===== src/rtl/psvm_pkg.sv =====
// shared types, constants and widths for the positional stereo voice mixer
// used by psvm_lane, psvm_datapath, psvm_ctrl and the top level
package psvm_pkg;

  localparam int SAMPLE_W = 16;
  localparam int VOL_W    = 8;
  localparam int MV_W     = 7;
  localparam int DIST_W   = 16;
  localparam int ACC_W    = 32;
  localparam int MUL_W    = 32;
  localparam int PROD_W   = 2 * MUL_W;
  localparam int FACT_W   = 17;   // 30 - |dx|, down to 30 - 32768
  localparam int FALL_W   = 5;    // 30 - distance, 0..30
  localparam int GAIN_W   = 20;   // scaled gain, about +-278k
  localparam int IN_TDATA_W  = 72;
  localparam int IN_TUSER_W  = 3;
  localparam int OUT_TDATA_W = 32;

  localparam logic [FALL_W-1:0] FALLOFF_RANGE = 5'd30;
  localparam logic [MV_W-1:0]   MV_RESET      = 7'd100;

  // divide by 30: floor(x * RECIP30 >> 28), exact for x below 2^24
  localparam logic [23:0] RECIP30       = 24'd8947849;
  localparam int          RECIP30_SHIFT = 28;
  // divide by 101: floor(x * RECIP101 >> 37), exact for x up to 2^30
  localparam logic [30:0] RECIP101       = 31'd1360781718;
  localparam int          RECIP101_SHIFT = 37;
  // any magnitude beyond this clamps anyway after /101 and >>8
  localparam logic [38:0] SAT_MAG       = 39'd1073741824;
  localparam logic [14:0] OUT_LIMIT     = 15'h7fff;
  localparam int          OUT_SHIFT     = 8;

  typedef enum logic [3:0] {
    OP_IDLE,
    OP_GAIN1,
    OP_DIV1,
    OP_GAIN2,
    OP_DIV2,
    OP_SCALE,
    OP_ACC,
    OP_MASTER,
    OP_DIV101
  } op_t;

  typedef enum logic [3:0] {
    S_IDLE,
    S_GAIN1,
    S_DIV1,
    S_GAIN2,
    S_DIV2,
    S_SCALE,
    S_ACC,
    S_MASTER,
    S_DIV101,
    S_EMIT
  } state_t;

  typedef struct packed {
    logic load;
    op_t  op;
    logic emit;
  } cmd_t;

  typedef struct packed {
    logic last;
    logic out_busy;
  } sts_t;

endpackage


===== src/rtl/psvm_ctrl.sv =====
// controller: steps each item through the lane operations and closes frames
// depends on psvm_pkg
module psvm_ctrl (
  input  logic           clk,
  input  logic           rst,
  input  logic           in_valid,
  output logic           in_ready,
  output psvm_pkg::cmd_t cmd,
  input  psvm_pkg::sts_t sts
);

  psvm_pkg::state_t state;
  psvm_pkg::state_t state_next;

  always_ff @(posedge clk) begin
    if (rst) begin
      state <= psvm_pkg::S_IDLE;
    end else begin
      state <= state_next;
    end
  end

  always_comb begin
    state_next = state;
    in_ready   = 1'b0;
    cmd.load   = 1'b0;
    cmd.op     = psvm_pkg::OP_IDLE;
    cmd.emit   = 1'b0;
    case (state)
      psvm_pkg::S_IDLE: begin
        in_ready = 1'b1;
        if (in_valid) begin
          cmd.load   = 1'b1;
          state_next = psvm_pkg::S_GAIN1;
        end
      end
      psvm_pkg::S_GAIN1: begin
        cmd.op     = psvm_pkg::OP_GAIN1;
        state_next = psvm_pkg::S_DIV1;
      end
      psvm_pkg::S_DIV1: begin
        cmd.op     = psvm_pkg::OP_DIV1;
        state_next = psvm_pkg::S_GAIN2;
      end
      psvm_pkg::S_GAIN2: begin
        cmd.op     = psvm_pkg::OP_GAIN2;
        state_next = psvm_pkg::S_DIV2;
      end
      psvm_pkg::S_DIV2: begin
        cmd.op     = psvm_pkg::OP_DIV2;
        state_next = psvm_pkg::S_SCALE;
      end
      psvm_pkg::S_SCALE: begin
        cmd.op     = psvm_pkg::OP_SCALE;
        state_next = psvm_pkg::S_ACC;
      end
      psvm_pkg::S_ACC: begin
        cmd.op     = psvm_pkg::OP_ACC;
        state_next = sts.last ? psvm_pkg::S_MASTER : psvm_pkg::S_IDLE;
      end
      psvm_pkg::S_MASTER: begin
        cmd.op     = psvm_pkg::OP_MASTER;
        state_next = psvm_pkg::S_DIV101;
      end
      psvm_pkg::S_DIV101: begin
        cmd.op     = psvm_pkg::OP_DIV101;
        state_next = psvm_pkg::S_EMIT;
      end
      psvm_pkg::S_EMIT: begin
        // hold the frame until the output register is free
        if (!sts.out_busy) begin
          cmd.emit   = 1'b1;
          state_next = psvm_pkg::S_IDLE;
        end
      end
      default: begin
        state_next = psvm_pkg::S_IDLE;
      end
    endcase
  end

endmodule


===== config.mk =====
export PLATFORM = sky130hd
export DESIGN_NAME = psvm_ctrl
export DESIGN_NICKNAME = d
export VERILOG_FILES = /design/src/rtl/psvm_pkg.sv /design/src/rtl/psvm_ctrl.sv
export SDC_FILE = /design/constraint.sdc
export NUM_CORES = 1
export LEC_CHECK = 0
export BUFFER_PORTS_ARGS = -buffer_cell sky130_fd_sc_hd__buf_4
export CORE_AREA = 5 5 42 44
export CTS_CLUSTER_DIAMETER = 50
export DETAILED_ROUTE_END_ITERATION = 8
export DIE_AREA = 0 0 47 49
export PLACE_DENSITY = 0.53
export RECOVER_POWER = 25
export SLEW_MARGIN = 25
export SYNTH_ARGS = -nofsm -noshare
export SYNTH_HDL_FRONTEND = slang
export SYNTH_SLANG_ARGS = --single-unit
export TNS_END_PERCENT = 5

===== constraint.sdc =====
create_clock -name clk -period 1.2 [get_ports clk]
set_input_delay 0.12 -clock clk [delete_from_list [all_inputs] [get_ports clk]]
set_output_delay 0.12 -clock clk [all_outputs]
set_load 0.01 [all_outputs]

### After elaboration in Yosys (flattened, before gate mapping)

Index checks and enable logic that the tools add are counted.

* bits in registers: 4
* input port bits: 5

* equality and inequality tests: 11
* mux-type cells: 10
* reductions and logical operators: 2

Operators with widths (count)
* one-hot mux 4 bit (10 select lines): 1
* one-hot mux 4 bit (8 select lines): 1
* == test 4 x 3 -> 1 bit, second input constant: 4
* == test 4 x 2 -> 1 bit, second input constant: 2
* == test 4 bit, second input constant: 2
* two-way mux 4 bit: 2
* two-way mux 1 bit: 5
* == test 4 x 1 -> 1 bit, second input constant: 1
* logical NOT 4 bit: 1
* inequality test 2 bit, second input constant: 2
* two-way mux 3 bit: 1
* AND reduction 2 bit: 1

### Depth between registers and ports, before layout

* depth in word-level cells: 3
* depth in mapped cells: 4

### Least setup slack after synthesis

No wires, ideal clock.

* path kind: flip-flop to output port
* from: register state[1]
* to: output port cmd[5] (netlist name)
* path buffers: 1
* data arrival time: 1.027 ns
* path slack: 0.053 ns
* cell stages (with the launch flop): 4
* required time: 1.080 ns
* cell sequence: dfxtp_1 buf_4 nor4_2 and2_1

RTL lines
* from (decl): RTL line psvm_ctrl.sv:12 `psvm_pkg::state_t state;`
* from (signal assigned): RTL line psvm_ctrl.sv:17 `state <= psvm_pkg::S_IDLE;`
* from (signal assigned): RTL line psvm_ctrl.sv:19 `state <= state_next;`
* to (decl): RTL line psvm_ctrl.sv:8 `output psvm_pkg::cmd_t cmd,`

==> summary.md <==
In this run the tool buffered the top-level ports with 11 buffer cells. The count of routing violations after the opening detailed-route iteration is 6. The tools report the maximum clock path buffer count as 2.

TritonCTS built the clock tree. Counting flops with an async set or reset pin after synthesis yields a share of 0%. Clock root buffer: sky130_fd_sc_hd__clkbuf_4. The worst setup slack after layout is -0.131 ns.

Entering global routing, the biggest net connects 12 pins. Among all stages on the critical path, the largest delay is contributed by sky130_fd_sc_hd__or3b_4. For the worst-skew pair, the clock arrives at the later sink with an insertion delay of 0.24 ns. STA puts the critical path data required time at 1.08 ns. The final core utilization came out at 32.9%. Combinational logic burns 55.4% of the power.

The total global routing overflow is 0, and the standard-cell row count is 14. After detailed routing, the number of remaining DRC violations is 0. The shortest clock period the worst path allows after layout works out to 1.33 ns.

The signed area change from the synthesized netlist to the final layout came out at 61.8%. Area enclosed by the die boundary: 2300 sq um. The total routing resource utilization after global routing was 8.09%; the max capacitance violation total was 0.

The first global-routing pass estimated 1.30 mm of wire. The switching part of the total power is 37.6%, and the count of endpoints failing hold in the final timing report is 0. The critical path crosses 3 cells after its start point. The run gives 59 as the net count reported at finish. Yosys mapped a number of flops with a built-in enable equal to 0. After detailed routing, the average wire length per cell comes to 12.0 um. The worst setup path is launched from a register.

The sum of buffers and inverters on the critical path works out to 1. Hold repair after CTS inserted 0 buffers. The register bit count reported by yosys was 4. In the finished design, the share of the clock period the worst path needs comes to 111%.

The die is 47 um wide. The register with the most flip-flops in the layout has 4 of them. The category of the most critical setup path was register to primary output. The vertical die dimension works out to 49 um. The I/O pin total was 12.

The final antenna-violating net count was 0; the total nets after synthesis was 40. Achievable frequency: 751 MHz. Counting the fill cells in the layout gives 151. The logic depth of the worst register-to-register path is 4, and the internal cell power is 557 uW.

Summed over all nets, the switching power comes to 335 uW. Synthesis handed over a netlist of 35 instances. At the placement stage, the worst setup path has a slack of 0.0448 ns.

The global placement routability congestion is 0.737, and the top fanout value on the critical path is 4. The logs give 0.217 nW for the leakage component of the power and 22 for the post-synthesis cell type count. Of the total power, registers draw 25.8%.

Sequential cells were found to cover 28.1% of the synthesized design area. On the final layout, the worst clock skew is 0.00866 ns. The number of antenna violations at the first check in global routing is 0. The signal on the critical path passes through or3b_4 > nor2_1 > buf_4. Clock-pin slew was measured on the worst setup and hold paths at 0.04 ns. Most flop-heavy register: state. The maximum vdd drop is 0.563 mV.

The clock network power share was 18.7%. For the routed wire length, the log shows 816 um. Number of H-tree branching levels: 1. Buffers inserted during clock tree synthesis total 3.

Family with the most delay on the worst path: simple AND/OR/NAND/NOR gates. In this run the tightest slew margin relative to its limit is 81.7%. The synthesized netlist occupies a cell area of 285 sq um. The region available for standard cell placement spans 1400 sq um. A synthesized cell averages 8.15 sq um. The final reports fail on negative setup slack.

The most used flip-flop cell after synthesis is sky130_fd_sc_hd__dfxtp_1. In the final layout, the registers with the most flip-flops are state x4. The power density of the placed cells is 1930 nW/um^2. The detailed router placed 314 vias in this run. The largest stage delay on the critical path works out to 0.41 ns. During synthesis, Yosys emitted a total of 0 warnings. The number of antenna diodes in the final layout is 0.

STA classifies the critical path endpoint as a primary output. The transition time at the pin with the least slew margin is 0.275 ns, and the cell depth of the worst min-delay path is 2. The post-detailed-route via-to-cell ratio was 4.62. The tightest min-delay check is of the input port to register type. The tree built by TritonCTS fans out to 4 sinks. Before antenna repair, the detailed router went through 4 iterations.

For this configuration, the core starts out at a cell density of 20.4%. STA puts the critical path data arrival time at 1.21 ns. Setup violations remaining at the end of the flow were counted as 4.

The run finished, with violations left. Setup repair after global routing could not meet its margin everywhere. The share of final-layout standard cells stronger than drive strength 1 works out to 57.7%. For the via count of the first global-routing pass, the log shows 303. For the total count of max-transition violations in the final report, the log shows 0.
[metal layers]
layer / track usage [%] / part of all wire [%] / up-vias
li1: - / - / 158
met5: 0 / 0 / -
met1: 7.89 / 42 / 141
met3: 4.80 / 6.1 / 4
met2: 12.4 / 49 / 11
met4: 5.07 / 3.4 / 0
[cell usage after synthesis, types with 2 or more instances]
cell type                  instances  share of area [%]
sky130_fd_sc_hd__nand3_1           2                3.5
sky130_fd_sc_hd__and2b_2           2                6.1
sky130_fd_sc_hd__a21oi_1           2                3.5
sky130_fd_sc_hd__inv_1             3                3.9
sky130_fd_sc_hd__nor2_1            5                6.6
sky130_fd_sc_hd__nand2b_1          2                4.4
sky130_fd_sc_hd__dfxtp_1           4                 28
[kinds of logic after synthesis]
family,count (synthesis),synth area share (%)
buffers and inverters,6,12.3
AND/OR/NAND/NOR,16,34.7
flip-flops,4,28.1
AO/OA/AOI/OAI,9,25.0
[area by class of cell]
type / instances / area, sq um / share of cell area (%)
Clock buffer: 3 / 22.5 / 4.88
Inverter: 3 / 11.3 / 2.44
Multi-Input combinational cell: 25 / 186 / 40.4
Sequential cell: 4 / 86.3 / 18.7
Tap cell: 16 / 20.0 / 4.34
Timing Repair Buffer: 17 / 135 / 29.3
[what timing repair did]
action	4_1_cts	5_1_grt
endpoints found under the setup margin	5	10
gates resized for setup	6	3
buffers inserted	2	0
pin swaps	2	0
[stage by stage]
step | power [mW] | std cells | hold WS (ns) | area, sq um | setup TNS (ns)
2_1_floorplan | 0.480 | 35 | 0.193 | 285 | 0
3_3_place_gp | 0.643 | 63 | 0.338 | 394 | 0
3_5_place_dp | 0.643 | 63 | 0.337 | 394 | 0
4_1_cts | 0.876 | 68 | 0.0831 | 449 | -0.353
5_1_grt | 0.968 | 68 | 0.0837 | 462 | -0.686
6_report | 0.892 | 68 | 0.0800 | 462 | -0.367
[power groups by stage]
stage | Sequential [mW] | Clock, mW | Combinational (mW)
3_5_place_dp | 0.220 | 0 | 0.423
2_1_floorplan | 0.198 | 0 | 0.282
4_1_cts | 0.228 | 0.173 | 0.474
6_report | 0.230 | 0.167 | 0.494
5_1_grt | 0.234 | 0.187 | 0.547
3_3_place_gp | 0.219 | 0 | 0.424
[worst paths after layout]
| check | slack (ns) | startpoint | end |
|---|---|---|---|
| max | -0.13 | state[1] | cmd[0] |
| min | 0.08 | rst | state[1] |
| max reg2reg | 0.01 | state[1] | state[0] |
| min reg2reg | 0.55 | state[1] | state[3] |
[layout by cell type (no fill, tap or decap), types with 2 or more instances in the layout]
cell                       count
sky130_fd_sc_hd__clkbuf_4      3
sky130_fd_sc_hd__and2b_2       2
sky130_fd_sc_hd__a21oi_1       2
sky130_fd_sc_hd__nand2b_1      2
sky130_fd_sc_hd__dfxtp_2       2
sky130_fd_sc_hd__nor2_1        4
sky130_fd_sc_hd__buf_6         2
sky130_fd_sc_hd__buf_4        15
sky130_fd_sc_hd__inv_1         3
sky130_fd_sc_hd__nand3_1       2
No activity file was read; power rests on OpenSTA's default activity.
